File: config.mk
export PLATFORM = sky130hd
export DESIGN_NAME = sync_phase_lock_and_master_select_flat
export DESIGN_NICKNAME = d
export VERILOG_FILES = /design/src/spl_pkg.sv /design/src/spl_if.sv /design/src/spl_cfg_regs.sv /design/src/spl_step.sv /design/src/sync_phase_lock_and_master_select.sv /design/src/flat_wrapper.sv
export SDC_FILE = /design/constraint.sdc
export NUM_CORES = 1
export LEC_CHECK = 0
export BUFFER_PORTS_ARGS = -buffer_cell sky130_fd_sc_hd__buf_4
export CORE_AREA = 2 2 169 204
export DETAILED_ROUTE_END_ITERATION = 8
export DIE_AREA = 0 0 171 206
export GPL_ROUTABILITY_DRIVEN = 0
export PLACE_DENSITY = 0.67
export REMOVE_ABC_BUFFERS = 1
export SLEW_MARGIN = 5
export SYNTH_ARGS = -nofsm -noshare
export SYNTH_HDL_FRONTEND = slang
export SYNTH_SLANG_ARGS = --single-unit
export TNS_END_PERCENT = 1
File: constraint.sdc
create_clock -name clk_i -period 5.8 [get_ports clk_i]
set_input_delay 0.29 -clock clk_i [delete_from_list [all_inputs] [get_ports clk_i]]
set_output_delay 0.29 -clock clk_i [all_outputs]
set_load 0.005 [all_outputs]
File: src/spl_pkg.sv
`timescale 1ns / 1ps

package spl_pkg;

  // Item kinds
  localparam logic FuncEdge = 1'b0;
  localparam logic FuncTick = 1'b1;

  // Configuration register indexes
  localparam int CfgIdxW = 3;
  localparam logic [CfgIdxW-1:0] RegCoarseWindow = 3'd0;
  localparam logic [CfgIdxW-1:0] RegFineWindow   = 3'd1;
  localparam logic [CfgIdxW-1:0] RegLockWindow   = 3'd2;
  localparam logic [CfgIdxW-1:0] RegUnlockWindow = 3'd3;
  localparam logic [CfgIdxW-1:0] RegCoarseStep   = 3'd4;
  localparam logic [CfgIdxW-1:0] RegFineStep     = 3'd5;
  localparam logic [CfgIdxW-1:0] RegOutHighLimit = 3'd6;
  localparam logic [CfgIdxW-1:0] RegOutLowLimit  = 3'd7;

  localparam int CfgDataW = 32;

  // Register reset values
  localparam logic [31:0] CoarseWindowRst = 32'h9000_7000;
  localparam logic [31:0] FineWindowRst   = 32'h8400_7C00;
  localparam logic [31:0] LockWindowRst   = 32'h8200_7E00;
  localparam logic [31:0] UnlockWindowRst = 32'h8800_7800;
  localparam logic [11:0] CoarseStepRst   = 12'd256;
  localparam logic [11:0] FineStepRst     = 12'd32;
  localparam logic [12:0] OutHighLimitRst = 13'd2000;
  localparam logic [12:0] OutLowLimitRst  = 13'd1000;

  // Lock and idle thresholds
  localparam logic [2:0] LockEdges   = 3'd4;
  localparam logic [4:0] UnlockEdges = 5'd20;
  localparam logic [2:0] IdleTicks   = 3'd5;
  localparam logic [2:0] IdleSat     = 3'd7;

  typedef struct packed {
    logic [15:0] hi;
    logic [15:0] lo;
  } window_t;

  typedef struct packed {
    window_t     coarse_window;
    window_t     fine_window;
    window_t     lock_window;
    window_t     unlock_window;
    logic [11:0] coarse_step;
    logic [11:0] fine_step;
    logic [12:0] out_high_limit;
    logic [12:0] out_low_limit;
  } cfg_t;

  typedef struct packed {
    logic        func;
    logic [15:0] phase;
    logic [12:0] out_high_rms;
    logic [12:0] out_low_rms;
    logic        in_fault;
    logic        bus_low;
  } item_t;

  typedef struct packed {
    logic [15:0] phase_out;
    logic        phase_write;
    logic        self_out_en;
    logic        sync_locked;
    logic        async_warning;
    logic        sync_line_fault;
    logic        sync_problem;
    logic        soft_start_en;
    logic        release_bus;
    logic        assert_primary;
  } result_t;

endpackage

File: src/spl_if.sv
`timescale 1ns / 1ps

interface spl_in_if;
  logic        valid;
  logic        ready;
  logic        func;
  logic [15:0] phase;
  logic [12:0] out_high_rms;
  logic [12:0] out_low_rms;
  logic        in_fault;
  logic        bus_low;

  modport source (
    output valid, func, phase, out_high_rms, out_low_rms, in_fault, bus_low,
    input  ready
  );
  modport sink (
    input  valid, func, phase, out_high_rms, out_low_rms, in_fault, bus_low,
    output ready
  );
endinterface

interface spl_out_if;
  logic        valid;
  logic        ready;
  logic [15:0] phase_out;
  logic        phase_write;
  logic        self_out_en;
  logic        sync_locked;
  logic        async_warning;
  logic        sync_line_fault;
  logic        sync_problem;
  logic        soft_start_en;
  logic        release_bus;
  logic        assert_primary;

  modport source (
    output valid, phase_out, phase_write, self_out_en, sync_locked, async_warning,
           sync_line_fault, sync_problem, soft_start_en, release_bus, assert_primary,
    input  ready
  );
  modport sink (
    input  valid, phase_out, phase_write, self_out_en, sync_locked, async_warning,
           sync_line_fault, sync_problem, soft_start_en, release_bus, assert_primary,
    output ready
  );
endinterface

File: src/spl_cfg_regs.sv
`timescale 1ns / 1ps

module spl_cfg_regs (
  input  logic                          clk_i,
  input  logic                          rst_ni,
  input  logic                          cfg_we_i,
  input  logic [spl_pkg::CfgIdxW-1:0]   cfg_idx_i,
  input  logic [spl_pkg::CfgDataW-1:0]  cfg_wdata_i,
  output spl_pkg::cfg_t                 cfg_o
);
  import spl_pkg::*;

  cfg_t cfg_q, cfg_d;

  always_comb begin
    cfg_d = cfg_q;
    if (cfg_we_i) begin
      case (cfg_idx_i)
        RegCoarseWindow: cfg_d.coarse_window  = cfg_wdata_i;
        RegFineWindow:   cfg_d.fine_window    = cfg_wdata_i;
        RegLockWindow:   cfg_d.lock_window    = cfg_wdata_i;
        RegUnlockWindow: cfg_d.unlock_window  = cfg_wdata_i;
        RegCoarseStep:   cfg_d.coarse_step    = cfg_wdata_i[11:0];
        RegFineStep:     cfg_d.fine_step      = cfg_wdata_i[11:0];
        RegOutHighLimit: cfg_d.out_high_limit = cfg_wdata_i[12:0];
        RegOutLowLimit:  cfg_d.out_low_limit  = cfg_wdata_i[12:0];
        default:         cfg_d = cfg_q;
      endcase
    end
  end

  always_ff @(posedge clk_i or negedge rst_ni) begin
    if (!rst_ni) begin
      cfg_q.coarse_window  <= CoarseWindowRst;
      cfg_q.fine_window    <= FineWindowRst;
      cfg_q.lock_window    <= LockWindowRst;
      cfg_q.unlock_window  <= UnlockWindowRst;
      cfg_q.coarse_step    <= CoarseStepRst;
      cfg_q.fine_step      <= FineStepRst;
      cfg_q.out_high_limit <= OutHighLimitRst;
      cfg_q.out_low_limit  <= OutLowLimitRst;
    end else begin
      cfg_q <= cfg_d;
    end
  end

  assign cfg_o = cfg_q;

endmodule

File: src/spl_step.sv
`timescale 1ns / 1ps

// Lock/master state and the per-item update. State advances on step_en_i;
// res_o shows the result of the item on item_i against the current state.
module spl_step (
  input  logic              clk_i,
  input  logic              rst_ni,
  input  logic              step_en_i,
  input  spl_pkg::item_t    item_i,
  input  spl_pkg::cfg_t     cfg_i,
  output spl_pkg::result_t  res_o
);
  import spl_pkg::*;

  logic [2:0] idle_q, idle_d;
  logic [2:0] lock_cnt_q, lock_cnt_d;
  logic [4:0] unlock_cnt_q, unlock_cnt_d;
  logic       self_out_q, self_out_d;
  logic       locked_q, locked_d;
  logic       warn_q, warn_d;
  logic       line_fault_q, line_fault_d;
  logic       problem_q, problem_d;
  logic       soft_start_q, soft_start_d;

  logic [15:0] ph;
  logic [15:0] ph_corr;
  logic        corr_wr;
  logic [2:0]  lock_inc;
  logic [4:0]  unlock_inc;
  logic [2:0]  idle_inc;
  logic        out_present;

  assign ph          = item_i.phase;
  assign lock_inc    = lock_cnt_q + 3'd1;
  assign unlock_inc  = unlock_cnt_q + 5'd1;
  assign idle_inc    = (idle_q < IdleSat) ? idle_q + 3'd1 : idle_q;
  assign out_present = (item_i.out_high_rms >= cfg_i.out_high_limit) ||
                       (item_i.out_low_rms >= cfg_i.out_low_limit);

  // Phase correction, first matching window wins
  always_comb begin
    ph_corr = ph;
    corr_wr = 1'b1;
    if (ph <= cfg_i.coarse_window.lo) begin
      ph_corr = ph + {4'b0, cfg_i.coarse_step};
    end else if (ph >= cfg_i.coarse_window.hi) begin
      ph_corr = ph - {4'b0, cfg_i.coarse_step};
    end else if (ph <= cfg_i.fine_window.lo) begin
      ph_corr = ph + {4'b0, cfg_i.fine_step};
    end else if (ph >= cfg_i.fine_window.hi) begin
      ph_corr = ph - {4'b0, cfg_i.fine_step};
    end else begin
      corr_wr = 1'b0;
    end
  end

  always_comb begin
    idle_d       = idle_q;
    lock_cnt_d   = lock_cnt_q;
    unlock_cnt_d = unlock_cnt_q;
    self_out_d   = self_out_q;
    locked_d     = locked_q;
    warn_d       = warn_q;
    line_fault_d = line_fault_q;
    problem_d    = problem_q;
    soft_start_d = soft_start_q;

    res_o                = '0;
    res_o.phase_out      = ph;

    if (item_i.func == FuncEdge) begin
      idle_d               = '0;
      soft_start_d         = 1'b1;
      res_o.release_bus    = !item_i.in_fault && item_i.bus_low;
      res_o.phase_out      = ph_corr;
      res_o.phase_write    = corr_wr;
      if (!locked_q) begin
        if (ph_corr >= cfg_i.lock_window.lo && ph_corr <= cfg_i.lock_window.hi) begin
          lock_cnt_d = lock_inc;
          if (lock_inc > LockEdges) begin
            self_out_d   = 1'b1;
            locked_d     = 1'b1;
            warn_d       = 1'b0;
            lock_cnt_d   = '0;
            unlock_cnt_d = '0;
          end
        end else begin
          lock_cnt_d = '0;
        end
      end else begin
        if (ph_corr <= cfg_i.unlock_window.lo || ph_corr >= cfg_i.unlock_window.hi) begin
          unlock_cnt_d = unlock_inc;
          if (unlock_inc > UnlockEdges) begin
            self_out_d   = 1'b0;
            locked_d     = 1'b0;
            warn_d       = 1'b1;
            unlock_cnt_d = '0;
            lock_cnt_d   = '0;
          end
        end else begin
          unlock_cnt_d = '0;
        end
      end
    end else begin
      idle_d = idle_inc;
      if (idle_inc >= IdleTicks) begin
        if (!self_out_q) begin
          // nobody drives the bus: take it over
          self_out_d        = 1'b1;
          res_o.release_bus = 1'b1;
          idle_d            = '0;
        end else if (out_present) begin
          if (!item_i.in_fault) begin
            line_fault_d = 1'b1;
            idle_d       = '0;
          end
        end else begin
          problem_d            = 1'b1;
          self_out_d           = 1'b0;
          idle_d               = '0;
          res_o.phase_out      = '0;
          res_o.phase_write    = 1'b1;
          res_o.assert_primary = 1'b1;
        end
      end
    end

    res_o.self_out_en     = self_out_d;
    res_o.sync_locked     = locked_d;
    res_o.async_warning   = warn_d;
    res_o.sync_line_fault = line_fault_d;
    res_o.sync_problem    = problem_d;
    res_o.soft_start_en   = soft_start_d;
  end

  always_ff @(posedge clk_i or negedge rst_ni) begin
    if (!rst_ni) begin
      idle_q       <= '0;
      lock_cnt_q   <= '0;
      unlock_cnt_q <= '0;
      self_out_q   <= 1'b0;
      locked_q     <= 1'b0;
      warn_q       <= 1'b0;
      line_fault_q <= 1'b0;
      problem_q    <= 1'b0;
      soft_start_q <= 1'b0;
    end else if (step_en_i) begin
      idle_q       <= idle_d;
      lock_cnt_q   <= lock_cnt_d;
      unlock_cnt_q <= unlock_cnt_d;
      self_out_q   <= self_out_d;
      locked_q     <= locked_d;
      warn_q       <= warn_d;
      line_fault_q <= line_fault_d;
      problem_q    <= problem_d;
      soft_start_q <= soft_start_d;
    end
  end

endmodule

File: src/sync_phase_lock_and_master_select.sv
`timescale 1ns / 1ps

// A request is captured in the input register (item_q); when it moves on, its result
//   is written to the output register (res_q), from which it can be taken.
// Throughput: one request per cycle, set by the input and result registers, unless res_o.ready stalls.
// Reset (rst_ni low, asynchronous): counters and flags clear, configuration
//   registers return to their defaults, both stages go empty.
module sync_phase_lock_and_master_select (
  input  logic                          clk_i,
  input  logic                          rst_ni,
  spl_in_if.sink                        req_i,
  spl_out_if.source                     res_o,
  input  logic                          cfg_we_i,
  input  logic [spl_pkg::CfgIdxW-1:0]   cfg_idx_i,
  input  logic [spl_pkg::CfgDataW-1:0]  cfg_wdata_i
);
  import spl_pkg::*;

  cfg_t    cfg;
  item_t   item_q;
  logic    in_valid_q, in_valid_d;
  result_t res_next;
  result_t res_q;
  logic    out_valid_q, out_valid_d;
  logic    accept;
  logic    advance;

  // Configuration register file
  spl_cfg_regs u_cfg (
    .clk_i       (clk_i),
    .rst_ni      (rst_ni),
    .cfg_we_i    (cfg_we_i),
    .cfg_idx_i   (cfg_idx_i),
    .cfg_wdata_i (cfg_wdata_i),
    .cfg_o       (cfg)
  );

  // The registered request moves to the result register when that register is
  // empty or being drained this cycle. Lock/master state commits on the move.
  assign advance = in_valid_q && (!out_valid_q || res_o.ready);
  assign accept  = req_i.valid && req_i.ready;

  // Input stage can take a new request when it is empty or its content leaves this cycle.
  assign req_i.ready = !in_valid_q || advance;

  assign in_valid_d  = accept || (in_valid_q && !advance);
  assign out_valid_d = advance || (out_valid_q && !res_o.ready);

  always_ff @(posedge clk_i or negedge rst_ni) begin
    if (!rst_ni) begin
      in_valid_q  <= 1'b0;
      out_valid_q <= 1'b0;
    end else begin
      in_valid_q  <= in_valid_d;
      out_valid_q <= out_valid_d;
    end
  end

  // Payload registers, no reset needed
  always_ff @(posedge clk_i) begin
    if (accept) begin
      item_q.func         <= req_i.func;
      item_q.phase        <= req_i.phase;
      item_q.out_high_rms <= req_i.out_high_rms;
      item_q.out_low_rms  <= req_i.out_low_rms;
      item_q.in_fault     <= req_i.in_fault;
      item_q.bus_low      <= req_i.bus_low;
    end
    if (advance) begin
      res_q <= res_next;
    end
  end

  // Phase correction, lock tracking and idle-tick master selection
  spl_step u_step (
    .clk_i     (clk_i),
    .rst_ni    (rst_ni),
    .step_en_i (advance),
    .item_i    (item_q),
    .cfg_i     (cfg),
    .res_o     (res_next)
  );

  assign res_o.valid           = out_valid_q;
  assign res_o.phase_out       = res_q.phase_out;
  assign res_o.phase_write     = res_q.phase_write;
  assign res_o.self_out_en     = res_q.self_out_en;
  assign res_o.sync_locked     = res_q.sync_locked;
  assign res_o.async_warning   = res_q.async_warning;
  assign res_o.sync_line_fault = res_q.sync_line_fault;
  assign res_o.sync_problem    = res_q.sync_problem;
  assign res_o.soft_start_en   = res_q.soft_start_en;
  assign res_o.release_bus     = res_q.release_bus;
  assign res_o.assert_primary  = res_q.assert_primary;

  // Lock and loss-of-lock warning are exclusive: gaining lock clears the
  // warning, losing lock sets it.
  a_lock_warn_excl: assert property (@(posedge clk_i) disable iff (!rst_ni)
    out_valid_q |-> !(res_q.sync_locked && res_q.async_warning))
    else $error("sync_locked and async_warning both set");

  // Driving the primary line always comes with a phase reset to zero.
  a_primary_phase_reset: assert property (@(posedge clk_i) disable iff (!rst_ni)
    (out_valid_q && res_q.assert_primary) |->
      (res_q.phase_write && res_q.phase_out == 16'd0 && !res_q.self_out_en))
    else $error("assert_primary without phase reset");

  // Taking over the bus and driving the primary line are separate outcomes.
  a_release_primary_excl: assert property (@(posedge clk_i) disable iff (!rst_ni)
    out_valid_q |-> !(res_q.release_bus && res_q.assert_primary))
    else $error("release_bus and assert_primary in one result");

  // A request that moves on always lands in the result register next cycle.
  a_advance_fills_out: assert property (@(posedge clk_i) disable iff (!rst_ni)
    advance |=> out_valid_q)
    else $error("result lost after stage advance");

endmodule
File: src/flat_wrapper.sv
// flat-port wrapper written by rule: the top's interface ports become plain ports
module sync_phase_lock_and_master_select_flat import spl_pkg::*;
  (clk_i, rst_ni, cfg_we_i, cfg_idx_i, cfg_wdata_i, req_i_valid, req_i_func, req_i_phase, req_i_out_high_rms, req_i_out_low_rms, req_i_in_fault, req_i_bus_low, req_i_ready, res_o_valid, res_o_phase_out, res_o_phase_write, res_o_self_out_en, res_o_sync_locked, res_o_async_warning, res_o_sync_line_fault, res_o_sync_problem, res_o_soft_start_en, res_o_release_bus, res_o_assert_primary, res_o_ready);
  spl_in_if req_i_i ();
  spl_out_if res_o_i ();
  input  logic clk_i;
  input  logic rst_ni;
  input  logic cfg_we_i;
  input  logic [spl_pkg::CfgIdxW-1:0] cfg_idx_i;
  input  logic [spl_pkg::CfgDataW-1:0] cfg_wdata_i;
  input wire logic [$bits(req_i_i.valid)-1:0] req_i_valid;
  input wire logic [$bits(req_i_i.func)-1:0] req_i_func;
  input wire logic [$bits(req_i_i.phase)-1:0] req_i_phase;
  input wire logic [$bits(req_i_i.out_high_rms)-1:0] req_i_out_high_rms;
  input wire logic [$bits(req_i_i.out_low_rms)-1:0] req_i_out_low_rms;
  input wire logic [$bits(req_i_i.in_fault)-1:0] req_i_in_fault;
  input wire logic [$bits(req_i_i.bus_low)-1:0] req_i_bus_low;
  output wire logic [$bits(req_i_i.ready)-1:0] req_i_ready;
  output wire logic [$bits(res_o_i.valid)-1:0] res_o_valid;
  output wire logic [$bits(res_o_i.phase_out)-1:0] res_o_phase_out;
  output wire logic [$bits(res_o_i.phase_write)-1:0] res_o_phase_write;
  output wire logic [$bits(res_o_i.self_out_en)-1:0] res_o_self_out_en;
  output wire logic [$bits(res_o_i.sync_locked)-1:0] res_o_sync_locked;
  output wire logic [$bits(res_o_i.async_warning)-1:0] res_o_async_warning;
  output wire logic [$bits(res_o_i.sync_line_fault)-1:0] res_o_sync_line_fault;
  output wire logic [$bits(res_o_i.sync_problem)-1:0] res_o_sync_problem;
  output wire logic [$bits(res_o_i.soft_start_en)-1:0] res_o_soft_start_en;
  output wire logic [$bits(res_o_i.release_bus)-1:0] res_o_release_bus;
  output wire logic [$bits(res_o_i.assert_primary)-1:0] res_o_assert_primary;
  input wire logic [$bits(res_o_i.ready)-1:0] res_o_ready;
  assign req_i_i.valid = req_i_valid;
  assign req_i_i.func = req_i_func;
  assign req_i_i.phase = req_i_phase;
  assign req_i_i.out_high_rms = req_i_out_high_rms;
  assign req_i_i.out_low_rms = req_i_out_low_rms;
  assign req_i_i.in_fault = req_i_in_fault;
  assign req_i_i.bus_low = req_i_bus_low;
  assign req_i_ready = req_i_i.ready;
  assign res_o_valid = res_o_i.valid;
  assign res_o_phase_out = res_o_i.phase_out;
  assign res_o_phase_write = res_o_i.phase_write;
  assign res_o_self_out_en = res_o_i.self_out_en;
  assign res_o_sync_locked = res_o_i.sync_locked;
  assign res_o_async_warning = res_o_i.async_warning;
  assign res_o_sync_line_fault = res_o_i.sync_line_fault;
  assign res_o_sync_problem = res_o_i.sync_problem;
  assign res_o_soft_start_en = res_o_i.soft_start_en;
  assign res_o_release_bus = res_o_i.release_bus;
  assign res_o_assert_primary = res_o_i.assert_primary;
  assign res_o_i.ready = res_o_ready;
  sync_phase_lock_and_master_select u_core (.clk_i(clk_i), .rst_ni(rst_ni), .req_i(req_i_i), .res_o(res_o_i), .cfg_we_i(cfg_we_i), .cfg_idx_i(cfg_idx_i), .cfg_wdata_i(cfg_wdata_i));
endmodule
# == Yosys cells after proc, flatten, opt, wreduce, memory -nomap -nowiden ==
# Index checks and enable logic that the tools add are counted.
# word_totals
reg_bits,267
latchBits,0
mem_bits_rw,0
romBits,0
inputBits,85
output_inout_bits,27
word_cells,165
memories,0
# classes
n_addsub,7
n_mul,0
n_div,0
order_cmp,14
eq_ne,9
shift,0
mux,64
n_bitwise,1
n_reduce_logical,31
# op_table
op,n
17-bit 2-to-1 mux,4
16-bit greater-or-equal comparator,4
16-bit <= comparator,4
16-bit 2-to-1 mux,4
1-bit 2-to-1 mux,39
3-bit 2-to-1 mux,11
16-bit by 12-bit adder with 16-bit output,2
16-bit by 12-bit subtractor with 16-bit output,2
13-bit greater-or-equal comparator,2
5-bit 2-to-1 mux,5
2-bit AND reduction,8
"3-bit equality test, second input constant",4
4-bit AND reduction,2
"3-bit by 1-bit adder with 3-bit output, second input constant",2
"3-bit by 2-bit equality test with 1-bit output, second input constant",2
1-bit logical AND,6
1-bit logical OR,6
"5-bit by 1-bit adder with 5-bit output, second input constant",1
"5-bit greater-than comparator, second input constant",1
1-bit zero test,5
"2-bit by 1-bit inequality test with 1-bit output, second input constant",2
2-bit nonzero test,2
"3-bit by 1-bit equality test with 1-bit output, second input constant",1
"3-bit greater-or-equal comparator, second input constant",1
other kinds (6),6

# == Longest topological paths before layout ==
# logic_depth
depth_word,10
depth_mapped,23

# == Modules after synthesis ==
# From an unflattened synthesis, not the netlist that was laid out.
# unflattened
hier_cells,1598
area_unflattened_um2,17361.7
# modules_own_cells
mod,n_inst,cells_each,area_per_inst_um2
spl_step,1,1136,8245.4
spl_cfg_regs,1,384,6910.4
sync_phase_lock_and_master_select,1,78,2205.9

# == Worst setup path before layout ==
# No wires, ideal clock.
# synth_path
path_type,register to register
from,reg u_core.item_q[29] (netlist name)
to,reg u_core.u_step.lock_cnt_q[2]
setup_time_ps,122
arrival_time_ps,4837
required_time_ps,5678
setup_slack_ps,842
stages_incl_launch_ff,21
path_buffers,0
synth_period_minus_slack_ps,4958
cell_sequence,edfxtp_1 ha_1 nor2b_1 o2111a_1 nor4b_1 o31a_1 nor2b_1 or4_1 a211oi_2 nor2b_1 xnor2_1 ha_1 and4_1 nand3_1 or2_2 o21bai_1 o211ai_1 a31oi_2 o21ai_0 o21ai_1 a32o_1
# synth_between
elab_chain_len,9
word_cells_on_any_way,22
cone_classes,4 x add/sub; 8 x order compare; 1 x eq/ne; 6 x mux; 3 x reduce/logical
# synth_rtl
item,line,source
start: declaration,sync_phase_lock_and_master_select.sv:20,item_t item_q;
16-bit by 12-bit subtractor with 16-bit output or 16-bit greater-or-equal comparator (tied branches),"spl_step.sv:51, spl_step.sv:50",
16-bit 2-to-1 mux,spl_step.sv:50,end else if (ph >= cfg_i.fine_window.hi) begin
16-bit 2-to-1 mux,spl_step.sv:48,end else if (ph <= cfg_i.fine_window.lo) begin
16-bit 2-to-1 mux,spl_step.sv:46,end else if (ph >= cfg_i.coarse_window.hi) begin
16-bit 2-to-1 mux (*),spl_step.sv:44,if (ph <= cfg_i.coarse_window.lo) begin
16-bit <= comparator (tied with other cells),spl_step.sv:91,if (ph_corr <= cfg_i.unlock_window.lo || ph_corr >= cfg_i.unlock_window.hi) begin
1-bit logical OR or 1-bit logical AND (tied branches),"spl_step.sv:91, spl_step.sv:78",
2-bit by 1-bit inequality test with 1-bit output (no line) or 3-bit 2-to-1 mux (tied branches),-,
4-bit AND reduction (no line) or 3-bit 2-to-1 mux (tied branches),-,
end signal: assignment,spl_step.sv:149,lock_cnt_q <= lock_cnt_d;
end: declaration,spl_step.sv:16,"logic [2:0] lock_cnt_q, lock_cnt_d;"
# Mark *: on every way between the ends. The rest lies on a longest branch, timed or not.
# A chain may end at the register's enable or synchronous reset.

==> impl_metrics.toml <==
[run_status]
status = "completed"

[routing]
drc = 0
wl_met1_microns = 18600
topRoutingLayerUsed = "met4"
vias = 13200
post_drt_wl_per_cell_microns = 18.9
drt_pass1_iterations = 5
first_iter_violations = 721
met2WireLength_microns = 22300
wirelength_microns = 44800
ant_nets = 0
vias_per_cell = 5.55
wl_met3_microns = 2010

[synthesis]
yosysMostFrequentCell = "ha_1"
ys_async_sr_fraction = 0.738
synth_area_leader_cell = "dfrtp_1"
synth_flop_cell = "dfrtp_1"
ys_seq_area_frac = 0.430
synth_edf_count = 70
yosysTopAreaCellShare = 0.238
netlist-cell-type-count = 86
synth_commonest_cells = "ha_1 (207), inv_1 (201), nand2_1 (175), dfrtp_1 (157), o21ai_0 (154)"
avgSynthCellArea_sq_um = 9.83
syn-cell-area_sq_um = 16500
ys_ff_latch = 267
synth_area_leaders = "dfrtp_1 (24%), ha_1 (16%), edfxtp_1 (13%)"
syn_inst = 1676
yosys_warnings = 0

[die]
fp.dieH_microns = 206
die_x_microns = 171
io_pins = 112
rows = 74
dieArea_sq_um = 35200
initial_core_util = 0.492
fp.coreArea_sq_um = 33500

[cells_and_area]
syn_to_final_growth_pct = 20.4
diodes = 0
multi_input_area_sq_um = 8460
register_area_sq_um = 7080
drive_above_1_share = 0.192
layout.nets = 2190
nFillCells = 2922

[global_route]
antenna_found_initial = 1
grt_pass1_wl_microns = 70500
grt_pass1_vias = 13200
grt_max_degree = 98
grt-ovfl-total = 0
grt_usage = 0.258

[placement]
hpwl_microns = 33000
portBuffers = 111

[timing]
worst_slew_pin_slew_ps = 903
finalHoldViolCount = 0
hold_ws_ps = 19.3
rsz0062_at_grt = "false"
fmax_ghz = 0.184
post-route-period-util = 0.935
setup_violations = 0
tns_ps = 0
slew_viol_final = 0
min_period_ps = 5420
slew-limit-headroom = 0.398
fin_skew_ps = 18.1

[clock_tree]
clock_latency_ps = 580
htree_levels = 1
cts.clk_slew.worst_paths_ps = 60
clockBufferDepth = 3
cts_root_buf = "clkbuf_16"
post_cts_buffers = 0
clock-sinks = 267
numCtsBuffers = 29
cts_tree = "yes"

[power]
leakagePower_uw = 0.00913
power_density_nw_per_um2 = 372
peakVddDrop_uv = 284

[critical_path]
critPathLaunchType = "flip-flop"
end_kind = "flip-flop"
required_ps = 6260
slowest_delay_ps = 550
cp_max_fo = 8
crit_chain = "buf_4 > ha_1 > nand2_1 > o21ai_0 > a41oi_1 > buf_4 > o211ai_1 > nand3_1 > or4_1 > a211oi_2 > nor2b_1 > xnor2_1 > ha_1 > and4_1 > nand3_1 > or2_2 > o21ai_0 > inv_1 > a31oi_2 > a311oi_1 > a21o_1 > mux2_2"
worstSetupPathType = "reg -> reg"
critPathArrivalTime_ps = 5880
cp_top_family = "compound AO/OA/AOI/OAI gates"
critPathBufInv = 3
cp_slowest_cell = "edfxtp_1"

[run]
drv_cap = 0

[worst_hold_path]
hold_class = "in -> reg"
## path summary, 6_finish.rpt
kind,startpoint,to,slack [ps],depth (start not counted)
min,res_o_ready,u_core.res_o.valid,20,3
max in group asynchronous,rst_ni,u_core.u_cfg.cfg_o[88],3920,3
max,u_core.item_q[29],u_core.u_step.self_out_q,380,22
max reg2reg,u_core.item_q[29],u_core.u_step.self_out_q,380,22
min reg2reg,u_core.u_step.line_fault_q,u_core.u_step.line_fault_q,460,1
min in group asynchronous,rst_ni,u_core.u_cfg.cfg_o[83],340,2
## cell type report
type	count	share of cell area
timing repair buffer	238	0.0991
clock inverter	12	0.00839
clock buffer	42	0.0421
tap	456	0.0288
inverter	202	0.0382
sequential	267	0.357
multi-input combinational	1156	0.426
## cell usage in the layout, fill, tap and decap left out, types with 6 or more instances in the layout
cell type      netlist  layout
o21ai_1              7       7
a21oi_1             93      92
or2_2                9       9
nand3_1             23      23
a21o_1              38      38
buf_4                1     168
clkbuf_16            0      29
and3_1               9       9
nor2b_1             25      25
clkbuf_1            40       7
ha_1               207     207
o21a_1              11      11
mux2_2              78      78
o21bai_1            10      10
a211oi_1            10      10
o21ai_0            154     154
clkbuf_8             0       7
dlygate4sd3_1        0      69
nand4_1             25      25
nand2b_1            21      21
o31ai_1              9       9
nor3_1              21      19
dfstp_2             40      40
a31oi_1             18      18
xnor2_1              6       6
nor2_1              67      67
edfxtp_1            70      70
a221oi_1             7       6
o211ai_1            14      14
nand2_1            175     175
inv_1              201     200
dfrtp_1            157     157
clkinv_2             0       6
and2_1               8       7
## state kept, by name (all words and copies together), names as in the netlist, 3 cells and up
register	cells
u_core.res_o.phase_out	16
u_core.u_step.idle_q	3
u_core.u_step.unlock_cnt_q	5
u_core.item_q	45
u_core.u_cfg.cfg_o	178
u_core.u_step.lock_cnt_q	3
## metrics by stage
stage | std cells | worst slack, ps | utilization | instance area (sq um) | power (uW)
2_1_floorplan | 1625 | 625 | - | 16300 | 4330
3_3_place_gp | 2250 | 286 | 0.541 | 18100 | 5280
3_5_place_dp | 2250 | 216 | 0.541 | 18100 | 5370
4_1_cts | 2373 | 207 | 0.591 | 19800 | 7390
5_1_grt | 2373 | 10.5 | 0.592 | 19800 | 7870
6_report | 2373 | 380 | 0.592 | 19800 | 7380
## power breakdown
part           leakage, uW  internal (uW)  switching [uW]  total [uW]
registers          0.00300           2320             164        2480
logic              0.00564           1280            1670        2940
clock network     0.000493           1170             783        1960
## cells by family after synthesis
group	share of synthesized area
flops	0.430
mux	0.0533
fa+ha+maj	0.162
simple gates	0.120
compound gates	0.171
xor+xnor	0.00425
buf+inv	0.0593
## worst register-to-register path, cell delays in order, from the launching register on
cell and delay, ps:
edfxtp_1 550, buf_4 250, ha_1 280, nand2_1 40
o21ai_0 330, a41oi_1 170, buf_4 180, o211ai_1 250
nand3_1 150, or4_1 540, a211oi_2 220, nor2b_1 100
xnor2_1 200, ha_1 340, and4_1 210, nand3_1 90
or2_2 290, o21ai_0 160, inv_1 90, a31oi_2 280
a311oi_1 130, a21o_1 190, mux2_2 250
## metal layers
layer  vias up  GRT usage
li1       6377          -
met1      6351      0.321
met2       354      0.458
met3        88     0.0257
met4         0      0.108
met5         -          0
## repair_timing
action                                  CTS  global route
gates resized for setup                   0             5
endpoints found under the setup margin    0            14
endpoints found under the hold margin   195             0
hold buffers                             69             0
Power figures use the tool's default switching activity.
